### config.mk
export PLATFORM = sky130hd
export DESIGN_NAME = windowed_mean_min_max_tracker
export DESIGN_NICKNAME = d
export VERILOG_FILES = /design/src/wmt_pkg.sv /design/src/wmt_fifo.sv /design/src/wmt_front.sv /design/src/wmt_back.sv /design/src/windowed_mean_min_max_tracker.sv
export SDC_FILE = /design/constraint.sdc
export NUM_CORES = 2
export LEC_CHECK = 0
export ABC_AREA = 1
export BUFFER_PORTS_ARGS = -buffer_cell sky130_fd_sc_hd__buf_2
export CAP_MARGIN = 10
export CORE_AREA = 5 5 518 315
export DETAILED_ROUTE_END_ITERATION = 6
export DIE_AREA = 0 0 523 320
export GPL_ROUTABILITY_DRIVEN = 0
export GPL_TIMING_DRIVEN = 0
export SLEW_MARGIN = 40
export SYNTH_ARGS = -nofsm -noshare
export SYNTH_HDL_FRONTEND = slang
export SYNTH_SLANG_ARGS = --single-unit
### constraint.sdc
create_clock -name clk_i -period 10.5 [get_ports clk_i]
set_input_delay 0.525 -clock clk_i [delete_from_list [all_inputs] [get_ports clk_i]]
set_output_delay 0.525 -clock clk_i [all_outputs]
set_load 0.02 [all_outputs]
### src/wmt_pkg.sv
// ----------------------------------------------------------------------------
// wmt_pkg
// Shared types and constants of the windowed mean / min / max tracker.
// ----------------------------------------------------------------------------
package wmt_pkg;

  localparam int unsigned CH_BITS      = 2;
  localparam int unsigned CFG_REGS     = 8;
  localparam int unsigned CFG_IDX_BITS = 3;
  localparam int unsigned CFG_BITS     = 16;
  localparam int unsigned MID_DEPTH    = 2;
  localparam int unsigned OUT_DEPTH    = 8;

  localparam logic signed [CFG_BITS-1:0] BOUND_LO_RESET = 16'sh8000;
  localparam logic signed [CFG_BITS-1:0] BOUND_HI_RESET = 16'sh7FFF;

  localparam logic OP_SAMPLE = 1'b0;
  localparam logic OP_CLEAR  = 1'b1;

  typedef enum logic [1:0] {
    KIND_SAMPLE,
    KIND_CLEAR,
    KIND_SKIP
  } kind_e;

  typedef struct packed {
    kind_e              kind;
    logic [CH_BITS-1:0] channel;
  } ctrl_t;

endpackage

### src/wmt_fifo.sv
// ----------------------------------------------------------------------------
// wmt_fifo
// Small register queue, power-of-two depth, first-word fall-through.
// ----------------------------------------------------------------------------
module wmt_fifo #(
  parameter int unsigned WIDTH = 8,
  parameter int unsigned DEPTH = 2
) (
  input  logic                     clk_i,
  input  logic                     rst_ni,
  input  logic                     push_i,
  input  logic [WIDTH-1:0]         data_i,
  input  logic                     pop_i,
  output logic [WIDTH-1:0]         data_o,
  output logic                     full_o,
  output logic                     empty_o,
  output logic [$clog2(DEPTH):0]   count_o
);

  localparam int unsigned AW = $clog2(DEPTH);

  logic [WIDTH-1:0] mem_q [DEPTH];
  logic [AW-1:0]    wr_ptr_q, rd_ptr_q;
  logic [AW:0]      cnt_q;
  logic             do_push, do_pop;

  assign full_o  = (cnt_q == (AW+1)'(DEPTH));
  assign empty_o = (cnt_q == '0);
  assign count_o = cnt_q;
  assign data_o  = mem_q[rd_ptr_q];
  assign do_push = push_i & ~full_o;
  assign do_pop  = pop_i & ~empty_o;

  always_ff @(posedge clk_i or negedge rst_ni) begin
    if (!rst_ni) begin
      wr_ptr_q <= '0;
      rd_ptr_q <= '0;
      cnt_q    <= '0;
    end else begin
      if (do_push) begin
        wr_ptr_q <= wr_ptr_q + 1'b1;
      end
      if (do_pop) begin
        rd_ptr_q <= rd_ptr_q + 1'b1;
      end
      if (do_push && !do_pop) begin
        cnt_q <= cnt_q + 1'b1;
      end else if (do_pop && !do_push) begin
        cnt_q <= cnt_q - 1'b1;
      end
    end
  end

  always_ff @(posedge clk_i) begin
    if (do_push) begin
      mem_q[wr_ptr_q] <= data_i;
    end
  end

endmodule

### src/wmt_front.sv
// ----------------------------------------------------------------------------
// wmt_front
// Input stage: takes items, classifies them and feeds the command queue.
// ----------------------------------------------------------------------------
module wmt_front
  import wmt_pkg::*;
#(
  parameter int unsigned CHANNELS    = 4,
  parameter int unsigned SAMPLE_BITS = 16
) (
  input  logic                          clk_i,
  input  logic                          rst_ni,
  input  logic                          push_i,
  output logic                          full_o,
  input  logic                          operation_i,
  input  logic [CH_BITS-1:0]            channel_i,
  input  logic signed [SAMPLE_BITS-1:0] sample_i,
  output logic                          q_push_o,
  output ctrl_t                         q_ctrl_o,
  output logic signed [SAMPLE_BITS-1:0] q_sample_o,
  input  logic                          q_full_i
);

  logic                          fr_vld_q, fr_vld_d;
  ctrl_t                         fr_ctrl_q, fr_ctrl_d;
  logic signed [SAMPLE_BITS-1:0] fr_sample_q;
  logic                          accept;

  assign full_o   = fr_vld_q & q_full_i;
  assign accept   = push_i & ~full_o;
  assign q_push_o = fr_vld_q & ~q_full_i;
  assign fr_vld_d = accept | (fr_vld_q & q_full_i);

  always_comb begin
    fr_ctrl_d.channel = channel_i;
    if (32'(channel_i) >= CHANNELS) begin
      fr_ctrl_d.kind = KIND_SKIP;
    end else if (operation_i == OP_CLEAR) begin
      fr_ctrl_d.kind = KIND_CLEAR;
    end else begin
      fr_ctrl_d.kind = KIND_SAMPLE;
    end
  end

  always_ff @(posedge clk_i or negedge rst_ni) begin
    if (!rst_ni) begin
      fr_vld_q <= 1'b0;
    end else begin
      fr_vld_q <= fr_vld_d;
    end
  end

  always_ff @(posedge clk_i) begin
    if (accept) begin
      fr_ctrl_q   <= fr_ctrl_d;
      fr_sample_q <= sample_i;
    end
  end

  assign q_ctrl_o   = fr_ctrl_q;
  assign q_sample_o = fr_sample_q;

endmodule

### src/wmt_back.sv
// ----------------------------------------------------------------------------
// wmt_back
// Channel state update and mean pipeline (reciprocal multiply divide).
// ----------------------------------------------------------------------------
module wmt_back
  import wmt_pkg::*;
#(
  parameter int unsigned CHANNELS    = 4,
  parameter int unsigned WINDOW      = 5,
  parameter int unsigned SAMPLE_BITS = 16
) (
  input  logic                          clk_i,
  input  logic                          rst_ni,
  input  logic                          cfg_we_i,
  input  logic [CFG_IDX_BITS-1:0]       cfg_idx_i,
  input  logic signed [CFG_BITS-1:0]    cfg_data_i,
  input  logic                          q_empty_i,
  input  ctrl_t                         q_ctrl_i,
  input  logic signed [SAMPLE_BITS-1:0] q_sample_i,
  output logic                          q_pop_o,
  input  logic [$clog2(OUT_DEPTH):0]    out_count_i,
  output logic                          res_push_o,
  output logic [CH_BITS-1:0]            res_channel_o,
  output logic signed [SAMPLE_BITS-1:0] res_mean_o,
  output logic signed [SAMPLE_BITS-1:0] res_min_o,
  output logic signed [SAMPLE_BITS-1:0] res_max_o
);

  localparam int unsigned CIW  = (CHANNELS > 1) ? $clog2(CHANNELS) : 1;
  localparam int unsigned PW   = (WINDOW > 1) ? $clog2(WINDOW) : 1;
  localparam int unsigned LW   = $clog2(WINDOW);
  localparam int unsigned SUMW = SAMPLE_BITS + LW;
  localparam int unsigned TW   = (SAMPLE_BITS > CFG_BITS) ? SAMPLE_BITS : CFG_BITS;
  localparam int unsigned KSH  = SUMW + LW;
  localparam int unsigned MW   = SUMW + 1;
  localparam int unsigned HB   = SUMW / 2;
  localparam int unsigned HIW  = SUMW - HB;
  localparam int unsigned PRW  = SUMW + MW;
  localparam int unsigned OCW  = $clog2(OUT_DEPTH) + 2;
  localparam logic [63:0] RECIP64 =
    ((64'd1 << KSH) + 64'(WINDOW) - 64'd1) / 64'(WINDOW);
  localparam logic [MW-1:0] RECIP    = RECIP64[MW-1:0];
  localparam logic [PW-1:0] LAST_POS = PW'(WINDOW - 1);

  // configuration
  logic signed [CFG_BITS-1:0] cfg_q [CFG_REGS];

  // channel state
  logic signed [SAMPLE_BITS-1:0] ring_q [CHANNELS][WINDOW];
  logic signed [SUMW-1:0]        sum_q  [CHANNELS];
  logic [PW-1:0]                 pos_q  [CHANNELS];
  logic signed [TW-1:0]          min_q  [CHANNELS];
  logic signed [TW-1:0]          max_q  [CHANNELS];

  // issue
  logic [OCW-1:0]                used;
  logic                          issue;
  logic [CIW-1:0]                ch_idx;
  logic [PW-1:0]                 pos, pos_nxt;
  logic signed [SAMPLE_BITS-1:0] old_smp;
  logic signed [TW-1:0]          x_ext, lo_ext, hi_ext, min_nxt, max_nxt;
  logic signed [SUMW-1:0]        sum_new;
  logic signed [SUMW-1:0]        a_sum_d;
  logic signed [SAMPLE_BITS-1:0] a_min_d, a_max_d;

  // pipeline
  logic                          a_vld_q, b_vld_q, c_vld_q, d_vld_q;
  logic [CH_BITS-1:0]            a_ch_q, b_ch_q, c_ch_q, d_ch_q;
  logic signed [SAMPLE_BITS-1:0] a_min_q, b_min_q, c_min_q, d_min_q;
  logic signed [SAMPLE_BITS-1:0] a_max_q, b_max_q, c_max_q, d_max_q;
  logic signed [SUMW-1:0]        a_sum_q;
  logic                          b_neg_q, c_neg_q, d_neg_q;
  logic [SUMW-1:0]               b_mag_q;
  logic [HB+MW-1:0]              c_plo_q;
  logic [HIW+MW-1:0]             c_phi_q;
  logic [PRW-1:0]                prod, quo;
  logic [SAMPLE_BITS-1:0]        d_quo_q;

  assign used = OCW'(out_count_i) + OCW'(a_vld_q) + OCW'(b_vld_q)
              + OCW'(c_vld_q) + OCW'(d_vld_q);
  assign issue   = ~q_empty_i & (used < OCW'(OUT_DEPTH));
  assign q_pop_o = issue;

  always_comb begin
    ch_idx  = q_ctrl_i.channel[CIW-1:0];
    pos     = pos_q[ch_idx];
    pos_nxt = (pos == LAST_POS) ? '0 : pos + 1'b1;
    old_smp = ring_q[ch_idx][pos];
    x_ext   = TW'(q_sample_i);
    lo_ext  = TW'(cfg_q[{q_ctrl_i.channel, 1'b0}]);
    hi_ext  = TW'(cfg_q[{q_ctrl_i.channel, 1'b1}]);
    sum_new = sum_q[ch_idx] - SUMW'(old_smp) + SUMW'(q_sample_i);
    min_nxt = min_q[ch_idx];
    max_nxt = max_q[ch_idx];
    a_sum_d = '0;
    case (q_ctrl_i.kind)
      KIND_SAMPLE: begin
        a_sum_d = (WINDOW > 1) ? sum_new : SUMW'(q_sample_i);
        if (x_ext < min_nxt) begin
          min_nxt = x_ext;
        end
        if (x_ext > max_nxt) begin
          max_nxt = x_ext;
        end
      end
      KIND_CLEAR: begin
        min_nxt = hi_ext;
        max_nxt = lo_ext;
      end
      default: begin
        min_nxt = '0;
        max_nxt = '0;
      end
    endcase
    a_min_d = min_nxt[SAMPLE_BITS-1:0];
    a_max_d = max_nxt[SAMPLE_BITS-1:0];
  end

  always_ff @(posedge clk_i or negedge rst_ni) begin
    if (!rst_ni) begin
      for (int r = 0; r < CFG_REGS; r++) begin
        cfg_q[r] <= (r % 2 == 0) ? BOUND_LO_RESET : BOUND_HI_RESET;
      end
    end else if (cfg_we_i) begin
      cfg_q[cfg_idx_i] <= cfg_data_i;
    end
  end

  always_ff @(posedge clk_i or negedge rst_ni) begin
    if (!rst_ni) begin
      for (int c = 0; c < CHANNELS; c++) begin
        for (int w = 0; w < WINDOW; w++) begin
          ring_q[c][w] <= '0;
        end
        sum_q[c] <= '0;
        pos_q[c] <= '0;
        min_q[c] <= TW'(BOUND_HI_RESET);
        max_q[c] <= TW'(BOUND_LO_RESET);
      end
    end else if (issue) begin
      case (q_ctrl_i.kind)
        KIND_SAMPLE: begin
          if (WINDOW > 1) begin
            ring_q[ch_idx][pos] <= q_sample_i;
            sum_q[ch_idx]       <= sum_new;
            pos_q[ch_idx]       <= pos_nxt;
          end
          min_q[ch_idx] <= min_nxt;
          max_q[ch_idx] <= max_nxt;
        end
        KIND_CLEAR: begin
          for (int w = 0; w < WINDOW; w++) begin
            ring_q[ch_idx][w] <= '0;
          end
          sum_q[ch_idx] <= '0;
          pos_q[ch_idx] <= '0;
          min_q[ch_idx] <= min_nxt;
          max_q[ch_idx] <= max_nxt;
        end
        default: ;
      endcase
    end
  end

  always_ff @(posedge clk_i or negedge rst_ni) begin
    if (!rst_ni) begin
      a_vld_q <= 1'b0;
      b_vld_q <= 1'b0;
      c_vld_q <= 1'b0;
      d_vld_q <= 1'b0;
    end else begin
      a_vld_q <= issue;
      b_vld_q <= a_vld_q;
      c_vld_q <= b_vld_q;
      d_vld_q <= c_vld_q;
    end
  end

  assign prod = (PRW'(c_phi_q) << HB) + PRW'(c_plo_q);
  assign quo  = prod >> KSH;

  always_ff @(posedge clk_i) begin
    a_ch_q  <= q_ctrl_i.channel;
    a_sum_q <= a_sum_d;
    a_min_q <= a_min_d;
    a_max_q <= a_max_d;

    b_ch_q  <= a_ch_q;
    b_neg_q <= a_sum_q[SUMW-1];
    b_mag_q <= a_sum_q[SUMW-1] ? (~a_sum_q + 1'b1) : a_sum_q;
    b_min_q <= a_min_q;
    b_max_q <= a_max_q;

    c_ch_q  <= b_ch_q;
    c_neg_q <= b_neg_q;
    c_plo_q <= (HB+MW)'(b_mag_q[HB-1:0]) * (HB+MW)'(RECIP);
    c_phi_q <= (HIW+MW)'(b_mag_q[SUMW-1:HB]) * (HIW+MW)'(RECIP);
    c_min_q <= b_min_q;
    c_max_q <= b_max_q;

    d_ch_q  <= c_ch_q;
    d_neg_q <= c_neg_q;
    d_quo_q <= quo[SAMPLE_BITS-1:0];
    d_min_q <= c_min_q;
    d_max_q <= c_max_q;
  end

  assign res_push_o    = d_vld_q;
  assign res_channel_o = d_ch_q;
  assign res_mean_o    = d_neg_q ? (~d_quo_q + 1'b1) : d_quo_q;
  assign res_min_o     = d_min_q;
  assign res_max_o     = d_max_q;

endmodule

### src/windowed_mean_min_max_tracker.sv
// ----------------------------------------------------------------------------
// windowed_mean_min_max_tracker
// Per-channel moving average with running minimum and maximum.
// Path: front register, command queue, pipeline stages a to d, result queue.
// Throughput: one item per cycle unless a queue fills; the channel state is
//   updated as its item is popped. Reset: rings and sums zero, trackers and
//   bounds at their start values, both queues empty; no clearing pass.
// ----------------------------------------------------------------------------
module windowed_mean_min_max_tracker
  import wmt_pkg::*;
#(
  parameter int unsigned CHANNELS    = 4,
  parameter int unsigned WINDOW      = 5,
  parameter int unsigned SAMPLE_BITS = 16
) (
  input  logic                          clk_i,
  input  logic                          rst_ni,
  input  logic                          cfg_we_i,
  input  logic [CFG_IDX_BITS-1:0]       cfg_idx_i,
  input  logic signed [CFG_BITS-1:0]    cfg_data_i,
  input  logic                          push,
  output logic                          full,
  input  logic                          operation_i,
  input  logic [CH_BITS-1:0]            channel_i,
  input  logic signed [SAMPLE_BITS-1:0] sample_i,
  output logic                          empty,
  input  logic                          pop,
  output logic [CH_BITS-1:0]            channel_out_o,
  output logic signed [SAMPLE_BITS-1:0] window_mean_o,
  output logic signed [SAMPLE_BITS-1:0] running_min_o,
  output logic signed [SAMPLE_BITS-1:0] running_max_o
);

  localparam int unsigned MIDW = $bits(ctrl_t) + SAMPLE_BITS;
  localparam int unsigned OUTW = CH_BITS + 3 * SAMPLE_BITS;

  logic                          mid_push, mid_pop, mid_full, mid_empty;
  ctrl_t                         mid_ctrl_w, mid_ctrl_r;
  logic signed [SAMPLE_BITS-1:0] mid_sample_w, mid_sample_r;
  logic [MIDW-1:0]               mid_rdata;

  logic                          res_push;
  logic [CH_BITS-1:0]            res_channel;
  logic signed [SAMPLE_BITS-1:0] res_mean, res_min, res_max;
  logic [OUTW-1:0]               out_rdata;
  logic [$clog2(OUT_DEPTH):0]    out_count;

  wmt_front #(
    .CHANNELS    (CHANNELS),
    .SAMPLE_BITS (SAMPLE_BITS)
  ) u_front (
    .clk_i       (clk_i),
    .rst_ni      (rst_ni),
    .push_i      (push),
    .full_o      (full),
    .operation_i (operation_i),
    .channel_i   (channel_i),
    .sample_i    (sample_i),
    .q_push_o    (mid_push),
    .q_ctrl_o    (mid_ctrl_w),
    .q_sample_o  (mid_sample_w),
    .q_full_i    (mid_full)
  );

  wmt_fifo #(
    .WIDTH (MIDW),
    .DEPTH (MID_DEPTH)
  ) u_mid_fifo (
    .clk_i   (clk_i),
    .rst_ni  (rst_ni),
    .push_i  (mid_push),
    .data_i  ({mid_ctrl_w, mid_sample_w}),
    .pop_i   (mid_pop),
    .data_o  (mid_rdata),
    .full_o  (mid_full),
    .empty_o (mid_empty),
    .count_o ()
  );

  assign mid_ctrl_r   = mid_rdata[MIDW-1:SAMPLE_BITS];
  assign mid_sample_r = mid_rdata[SAMPLE_BITS-1:0];

  wmt_back #(
    .CHANNELS    (CHANNELS),
    .WINDOW      (WINDOW),
    .SAMPLE_BITS (SAMPLE_BITS)
  ) u_back (
    .clk_i         (clk_i),
    .rst_ni        (rst_ni),
    .cfg_we_i      (cfg_we_i),
    .cfg_idx_i     (cfg_idx_i),
    .cfg_data_i    (cfg_data_i),
    .q_empty_i     (mid_empty),
    .q_ctrl_i      (mid_ctrl_r),
    .q_sample_i    (mid_sample_r),
    .q_pop_o       (mid_pop),
    .out_count_i   (out_count),
    .res_push_o    (res_push),
    .res_channel_o (res_channel),
    .res_mean_o    (res_mean),
    .res_min_o     (res_min),
    .res_max_o     (res_max)
  );

  wmt_fifo #(
    .WIDTH (OUTW),
    .DEPTH (OUT_DEPTH)
  ) u_out_fifo (
    .clk_i   (clk_i),
    .rst_ni  (rst_ni),
    .push_i  (res_push),
    .data_i  ({res_channel, res_mean, res_min, res_max}),
    .pop_i   (pop),
    .data_o  (out_rdata),
    .full_o  (),
    .empty_o (empty),
    .count_o (out_count)
  );

  assign channel_out_o = out_rdata[OUTW-1 -: CH_BITS];
  assign window_mean_o = out_rdata[3*SAMPLE_BITS-1 -: SAMPLE_BITS];
  assign running_min_o = out_rdata[2*SAMPLE_BITS-1 -: SAMPLE_BITS];
  assign running_max_o = out_rdata[SAMPLE_BITS-1:0];

endmodule

==> After elaboration in Yosys (flattened, before gate mapping) <==
Memory sizes are Yosys's and may differ from the RTL's.
Cells that the tools add are included.
{ "classes": {"multipliers": 2, "order_cmp": 11, "reduce_logical": 20, "muxes": 71, "eq_ne": 4, "bitwise_logic": 35, "add_sub_neg": 18} }
{ "ops": {"columns": ["operator", "count"], "rows": [
  ["$and A320 B320 Y320", 5],
  ["$not A320 Y320", 5],
  ["$demux W80 S2", 6],
  ["$pmux W320 S2", 1],
  ["$bwmux W320", 1],
  ["$mux W80", 4],
  ["$mux W16", 17],
  ["$bmux W80 S2", 1],
  ["$pmux W76 S2", 1],
  ["$bmux W16 S3", 3],
  ["$bwmux W128", 1],
  ["$bwmux W64", 2],
  ["$demux W16 S3", 2],
  ["$and A76 B76 Y76", 1],
  ["$bwmux W76", 1],
  ["$not A76 Y76", 1],
  ["$bmux W16 S2", 2],
  ["$mux W64", 1],
  ["$pmux W16 S2", 2],
  ["$mux W19", 3],
  ["$mux W48", 1],
  ["$add A38 B29 Y38", 1],
  ["$bmux W19 S2", 1],
  ["$demux W19 S2", 1],
  ["other kinds (52)", 97]
]} }
{ "totals": {"wordCells": 242, "ram_bits": 440, "output_inout_bits": 52, "ff_bits": 954, "memories": 2} }
{ "memory_table": {"columns": ["memory", "depth", "word_bits", "read_ports", "rd_ports_with_merged_regs", "wr", "line", "source"], "rows": [
  ["u_out_fifo.mem_q", 8, 50, 1, 0, 1, "wmt_fifo.sv:22", "logic [WIDTH-1:0] mem_q [DEPTH];"],
  ["u_mid_fifo.mem_q", 2, 20, 1, 0, 1, "wmt_fifo.sv:22", null]
]} }

==> Logic depth before layout (Yosys ltp) <==
An unclocked memory read counts as a cell.
{ "depth": {"word_depth": 14, "depth_mapped": 31, "depth_no_buf": 29} }

==> Cells and area by module <==
Synthesis repeated with hierarchy kept, for this count alone.
{ "unflattened": {"hier_cells": 6579, "area_unflattened_um2": 62723.9} }
{ "modules_own_cells": {"columns": ["mod", "area_per_inst_um2", "seq_area_each_um2", "instances", "cells_each"], "rows": [
  ["wmt_back", 42592.1, 21720.8, 1, 4606],
  ["wmt_fifo at u_out_fifo", 17809.6, 12261.8, 1, 1808],
  ["wmt_fifo at u_mid_fifo", 1687.9, 1301.2, 1, 136],
  ["wmt_front", 634.4, 595.6, 1, 29]
]} }

==> Least setup slack after synthesis <==
Ideal clock, no wire load.
{ "synth_timing": {"path_kind": "register to register", "startpoint": "register u_mid_fifo.rd_ptr_q", "endpoint": "register u_back.sum_q[56] in the netlist's numbering", "arrival_time_ns": 4.520, "setup_ns": 0.083, "path_slack_ns": 5.898, "path_buffers": 4, "period_less_slack_ns": 4.602, "stages_incl_launch_ff": 22, "required_ns": 10.417, "path_cell_list": "dfrtp_1 buf_2 nand2_1 nand2_1 nand2_1 inv_1 clkbuf_1 clkbuf_1 clkbuf_1 a22oi_1 o221ai_1 a221oi_1 fa_1 ha_1 inv_1 nor3_1 nand2_1 o311ai_0 o21ai_0 a21oi_1 nand2_1 o21ai_0"} }
{ "synth_between": {"elab_chain_len": 13, "elab_cells_between_ends": 30, "classes_between": "2 x add/sub; 2 x order compare; 1 x eq/ne; 16 x mux; 4 x bitwise; 4 x reduce/logical; 1 x memory"} }
{ "synth_rtl": {"columns": ["element", "line", "source"], "rows": [
  ["from (decl)", "wmt_fifo.sv:23", "logic [AW-1:0] wr_ptr_q, rd_ptr_q;"],
  ["from (signal assigned)", "wmt_fifo.sv:44", "rd_ptr_q <= rd_ptr_q + 1'b1;"],
  ["$mem_v2 Z2 W20 *", null, null],
  ["$not A2 Y3 (implied by the code)", null, null],
  ["$bmux W3 S2", "wmt_back.sv:86", "pos = pos_q[ch_idx];"],
  ["$mux W3 (implied by the code) (2 in series)", "wmt_back.sv:86", null],
  ["$not A3 Y4 (implied by the code)", "wmt_back.sv:88", "old_smp = ring_q[ch_idx][pos];"],
  ["$bmux W16 S3", "wmt_back.sv:88", null],
  ["$mux W16 (implied by the code) (2 in series)", "wmt_back.sv:88", null],
  ["$sub A19 B16 Y19", "wmt_back.sv:92", "sum_new = sum_q[ch_idx] - SUMW'(old_smp) + SUMW'(q_sample_i);"],
  ["$add A19 B16 Y19", "wmt_back.sv:92", null],
  ["$bwmux W76", "wmt_back.sv:145", "sum_q[ch_idx] <= sum_new;"],
  ["$pmux W76 S2", "wmt_back.sv:141", "case (q_ctrl_i.kind)"],
  ["to (signal, indexed assignment)", "wmt_back.sv:145", null],
  ["to (decl)", "wmt_back.sv:50", "logic signed [SUMW-1:0] sum_q [CHANNELS];"]
]} }
Every way passes the cells marked *; elsewhere a longest branch is shown, timed or not. The select of a mux whose other input is x is not followed.
A chain may end at the register's enable or synchronous reset.

==> Final worst setup path <==
{ "layout_timing": {"startpoint": "register u_mid_fifo.rd_ptr_q", "endpoint": "register u_back.sum_q[56] in the netlist's numbering"} }
{ "layout_between": {"elab_chain_len": 13, "elab_cells_between_ends": 30, "classes_between": "2 x add/sub; 2 x order compare; 1 x eq/ne; 16 x mux; 4 x bitwise; 4 x reduce/logical; 1 x memory"} }
{ "layout_rtl": {"columns": ["element", "line", "source"], "rows": [
  ["$mem_v2 Z2 W20 *", null, null],
  ["via mid_rdata[16]", "windowed_mean_min_max_tracker.sv:40", "logic [MIDW-1:0] mid_rdata;"],
  ["$not A2 Y3 (implied by the code) *", null, null],
  ["$bmux W3 S2", "wmt_back.sv:86", null],
  ["$mux W3 (implied by the code) (2 in series)", "wmt_back.sv:86", null],
  ["$not A3 Y4 (implied by the code)", "wmt_back.sv:88", null],
  ["$bmux W16 S3", "wmt_back.sv:88", null],
  ["$mux W16 (implied by the code) (2 in series)", "wmt_back.sv:88", null],
  ["$sub A19 B16 Y19", "wmt_back.sv:92", null],
  ["$add A19 B16 Y19", "wmt_back.sv:92", null],
  ["$bwmux W76", "wmt_back.sv:145", null],
  ["$pmux W76 S2 *", "wmt_back.sv:141", null]
]} }
Mark *: on every way through the listed nets, which the timed path passes. The rest lies on a longest branch. The select of a mux whose other input is x is not followed.

==> summary.md <==
| Metric | Value |
|---|---|
| Distinct cells, synth | 57 |
| Max-Cap Viols | 0 |
| TritonCTS clock tree | built |
| Clock transition at path regs | 0.07 ns |
| Vias per inst | 5.94 |
| Starting Density | 0.408 |
| Placed insts | 8933 |
| Post-Syn Area | 0.0644 sq mm |
| Post-DP Area | 0.0685 sq mm |
| Syn-to-layout area delta | 13.7% |
| DRC violation total after the first TritonRoute iteration | 8600 |
| Clk Latency, worst-skew pair | 0.79 ns |
| Critical path peak fanout | 10 |
| Prevailing post-synth register cell | dfrtp_1 |
| Finished Layout Cells | 9213 |
| Type of origin of the critical path | register |
| ANT nets after route | 0 |
| DIE AREA | 0.167 sq mm |
| PortBufs | 94 |
| Largest net degree at the start of global routing | 102 |
| Initial antenna violation count | 6 |
| Sequential share of the synthesized area | 0.556 |
| FF-to-FF path depth | 22 |
| # rows | 113 |
| Share of layout cells above drive strength 1 | 0.0945 |
| Final cell area excluding filler cells | 0.0732 sq mm |
| Tot GR Track Use | 0.268 |
| Crit. End Element | register |
| Clock skew | 0.0598 ns |
| Hold Crit Endpoint | u_back.cfg_q[5] |
| Routed len/inst | 25.0 microns |
| EDFF count, synth | 457 |
| Status | finished with violations |
| Critical Path AT | 8.56 ns |
| Slew Limit Fails | 0 |
| Flop-to-flop setup slack | 2.62 ns |
| Reg2reg end | u_back.sum_q[56] |
| Most common cell after layout, fill and taps aside | nand2_1 |
| Hpwl dp | 170000 microns |
| Synth Instances | 6672 |
| Async S/R FF share, synth | 0.494 |
| Req. time, crit path | 11.18 ns |
| Setup violations, final | 0 |
| Critical path buffers and inverters | 7 |
| Core Area | 0.158 sq mm |
| Cell depth of the worst min-delay path | 3 |
| Sink Count | 1382 |
| Slew @ Worst Pin | 1.03 ns |
| Top-level I/O count | 95 |
| Die width | 523 microns |
| HP Class | in -> reg |
| Pre-Repair DR Iteration Count | 7 |
| Synthesis Warnings | 0 |
| Max Clk Rate | 127 MHz |
| Post-CTS setup buffers | 0 |
| Period utilization | 0.751 |
| Max_slew headroom | 0.316 |
| Commonest non-fill, non-tap cells in the layout | nand2_1, o21ai_0, inv_1 |
| Hold Violations, Final | 0 |
| Hold path startpoint | cfg_data_i[5] |
| Post-synth net total | 6988 |
| Total gr overflow | 0 |
| CTS Buf Count | 133 |
| Clock root cell | clkbuf_16 |
| First-pass GRT wire length | 336000 microns |
| Unrepaired setup endpoints after global routing | no |
| Post-Route WL | 230000 microns |
| Cell family with most CP delay | compound AO/OA/AOI/OAI gates |
| H-tree lvl count | 4 |
| Post-CTS resize count | 0 |
| Fillers | 14700 |
| Most used cell, CP | nand2_1 |
| DRC | 58 |
| Cells along the critical path | inv_2 -> nand2_1 -> nand2_2 -> nand2_1 -> buf_2 -> clkbuf_1 -> clkbuf_2 -> clkbuf_1 -> o22ai_1 -> o21ai_0 -> nand4_1 -> fa_1 -> inv_1 -> ha_1 -> nand2_1 -> inv_1 -> nand4_1 -> o311ai_0 -> o21ai_0 -> a21oi_1 -> nand2_1 -> o21ai_0 |
| Die extent in y | 320 microns |
| Vias | 54700 |
| Violations in the final reports | DRC |
| Max stage delay on crit path | 0.78 ns |
| Critical path class | reg -> reg |
| FF-to-FF Start | u_mid_fifo.rd_ptr_q |
| Avg Synthesized Cell Area | 9.65 sq um |
| Nets | 7291 |
| Max clock buf depth | 3 |
| Final min period | 7.88 ns |
| Synth Register Bits | 1382 |
| Critical Path Slowest Stage Cell | o21ai_0 |
| Final setup TNS | 0 ns |
| Number of global-route vias before repair | 49900 |
[layer usage]
layer | vias to the layer above | wire length (microns) | global-route usage
met2 | 3779 | 80500 | 0.313
met5 | - | 299 | 0.0118
li1 | 23800 | - | -
met1 | 26700 | 104000 | 0.423
met4 | 12 | 5520 | 0.0630
met3 | 431 | 39200 | 0.130
[worst max-delay path by stage]
stage	startpoint	to	cells past startpoint
2_1_floorplan	u_mid_fifo.rd_ptr_q	u_back.sum_q[56]	21
3_3_place_gp	rst_ni	u_back.sum_q[19]	1
3_5_place_dp	u_mid_fifo.rd_ptr_q	u_back.sum_q[56]	20
4_1_cts	u_mid_fifo.rd_ptr_q	u_back.sum_q[56]	20
5_1_grt	u_mid_fifo.rd_ptr_q	u_back.sum_q[56]	22
6_report	u_mid_fifo.rd_ptr_q	u_back.sum_q[56]	22
[through the flow]
| stage | utilization | hold WS (ns) | setup slack, ns |
|---|---|---|---|
| final | 0.464 | 0.0430 | 2.62 |
| after global routing | 0.464 | 0.0394 | 2.70 |
| after CTS | 0.464 | 0.00342 | 2.92 |
| after detailed placement | 0.435 | 0.312 | 2.97 |
| after global placement | 0.428 | 0.310 | -6.11 |
| after floorplan | - | 0.229 | 5.90 |
[repair_timing]
action	CTS	global route
setup endpoints to repair	0	0
hold buffers	28	0
hold endpoints to repair	109	0
[synth_stat cells (76+ instances only)]
cell / number / area share
nand2_1: 1065 / 0.062
o21ai_0: 743 / 0.058
inv_1: 675 / 0.039
dfrtp_1: 555 / 0.22
nor2_1: 507 / 0.030
edfxtp_1: 457 / 0.21
clkbuf_1: 344 / 0.020
o32ai_1: 271 / 0.037
nand3_1: 247 / 0.019
dfxtp_1: 242 / 0.075
ha_1: 199 / 0.039
o22ai_1: 192 / 0.019
a21oi_1: 166 / 0.013
dfstp_2: 128 / 0.052
a22oi_1: 100 / 0.012
o21ai_1: 94 / 0.0073
a31oi_1: 92 / 0.0089
xor2_1: 76 / 0.010
[state kept, by name (all words and copies together) (netlist names), 29 cells and up]
register,count
u_out_fifo.mem_q,400
u_back.ring_q,320
u_back.cfg_q,128
u_back.sum_q,76
u_back.max_q,64
u_back.min_q,64
u_mid_fifo.mem_q,38
u_back.c_phi_q,29
[final cells by class]
| type | count | area (sq um) | area share |
|---|---|---|---|
| sequential | 1382 | 35800 | 0.489 |
| multi-input combinational | 4166 | 24400 | 0.334 |
| clock buffer | 201 | 3880 | 0.0530 |
| tap | 2127 | 2660 | 0.0363 |
| inverter | 699 | 2620 | 0.0358 |
| buffer | 425 | 1740 | 0.0237 |
| timing repair buffer | 168 | 1580 | 0.0216 |
| clock inverter | 42 | 473 | 0.00646 |
| antenna | 3 | 7.51 | 0.000103 |
[worst min-delay path, stage by stage]
cell and delay, ns:
buf_2 0.13, nand2_1 0.06, o21ai_0 0.08
[cell families (layout without fill, tap and decap cells)]
kind of cell / count (synthesis) / count (layout) / synth area share
other cells: 0 / 3 / 0
simple gates: 1950 / 1950 / 0.123
compound gates: 1826 / 1826 / 0.176
buf+inv: 1124 / 1535 / 0.0661
fa+ha+maj: 273 / 273 / 0.0617
xor+xnor: 112 / 112 / 0.0152
flops: 1382 / 1382 / 0.556
mux: 5 / 5 / 0.000777
Power is left out: the tool's default activity adds up to more than one toggle a clock period on the data nets, which glitch-free logic cannot reach.
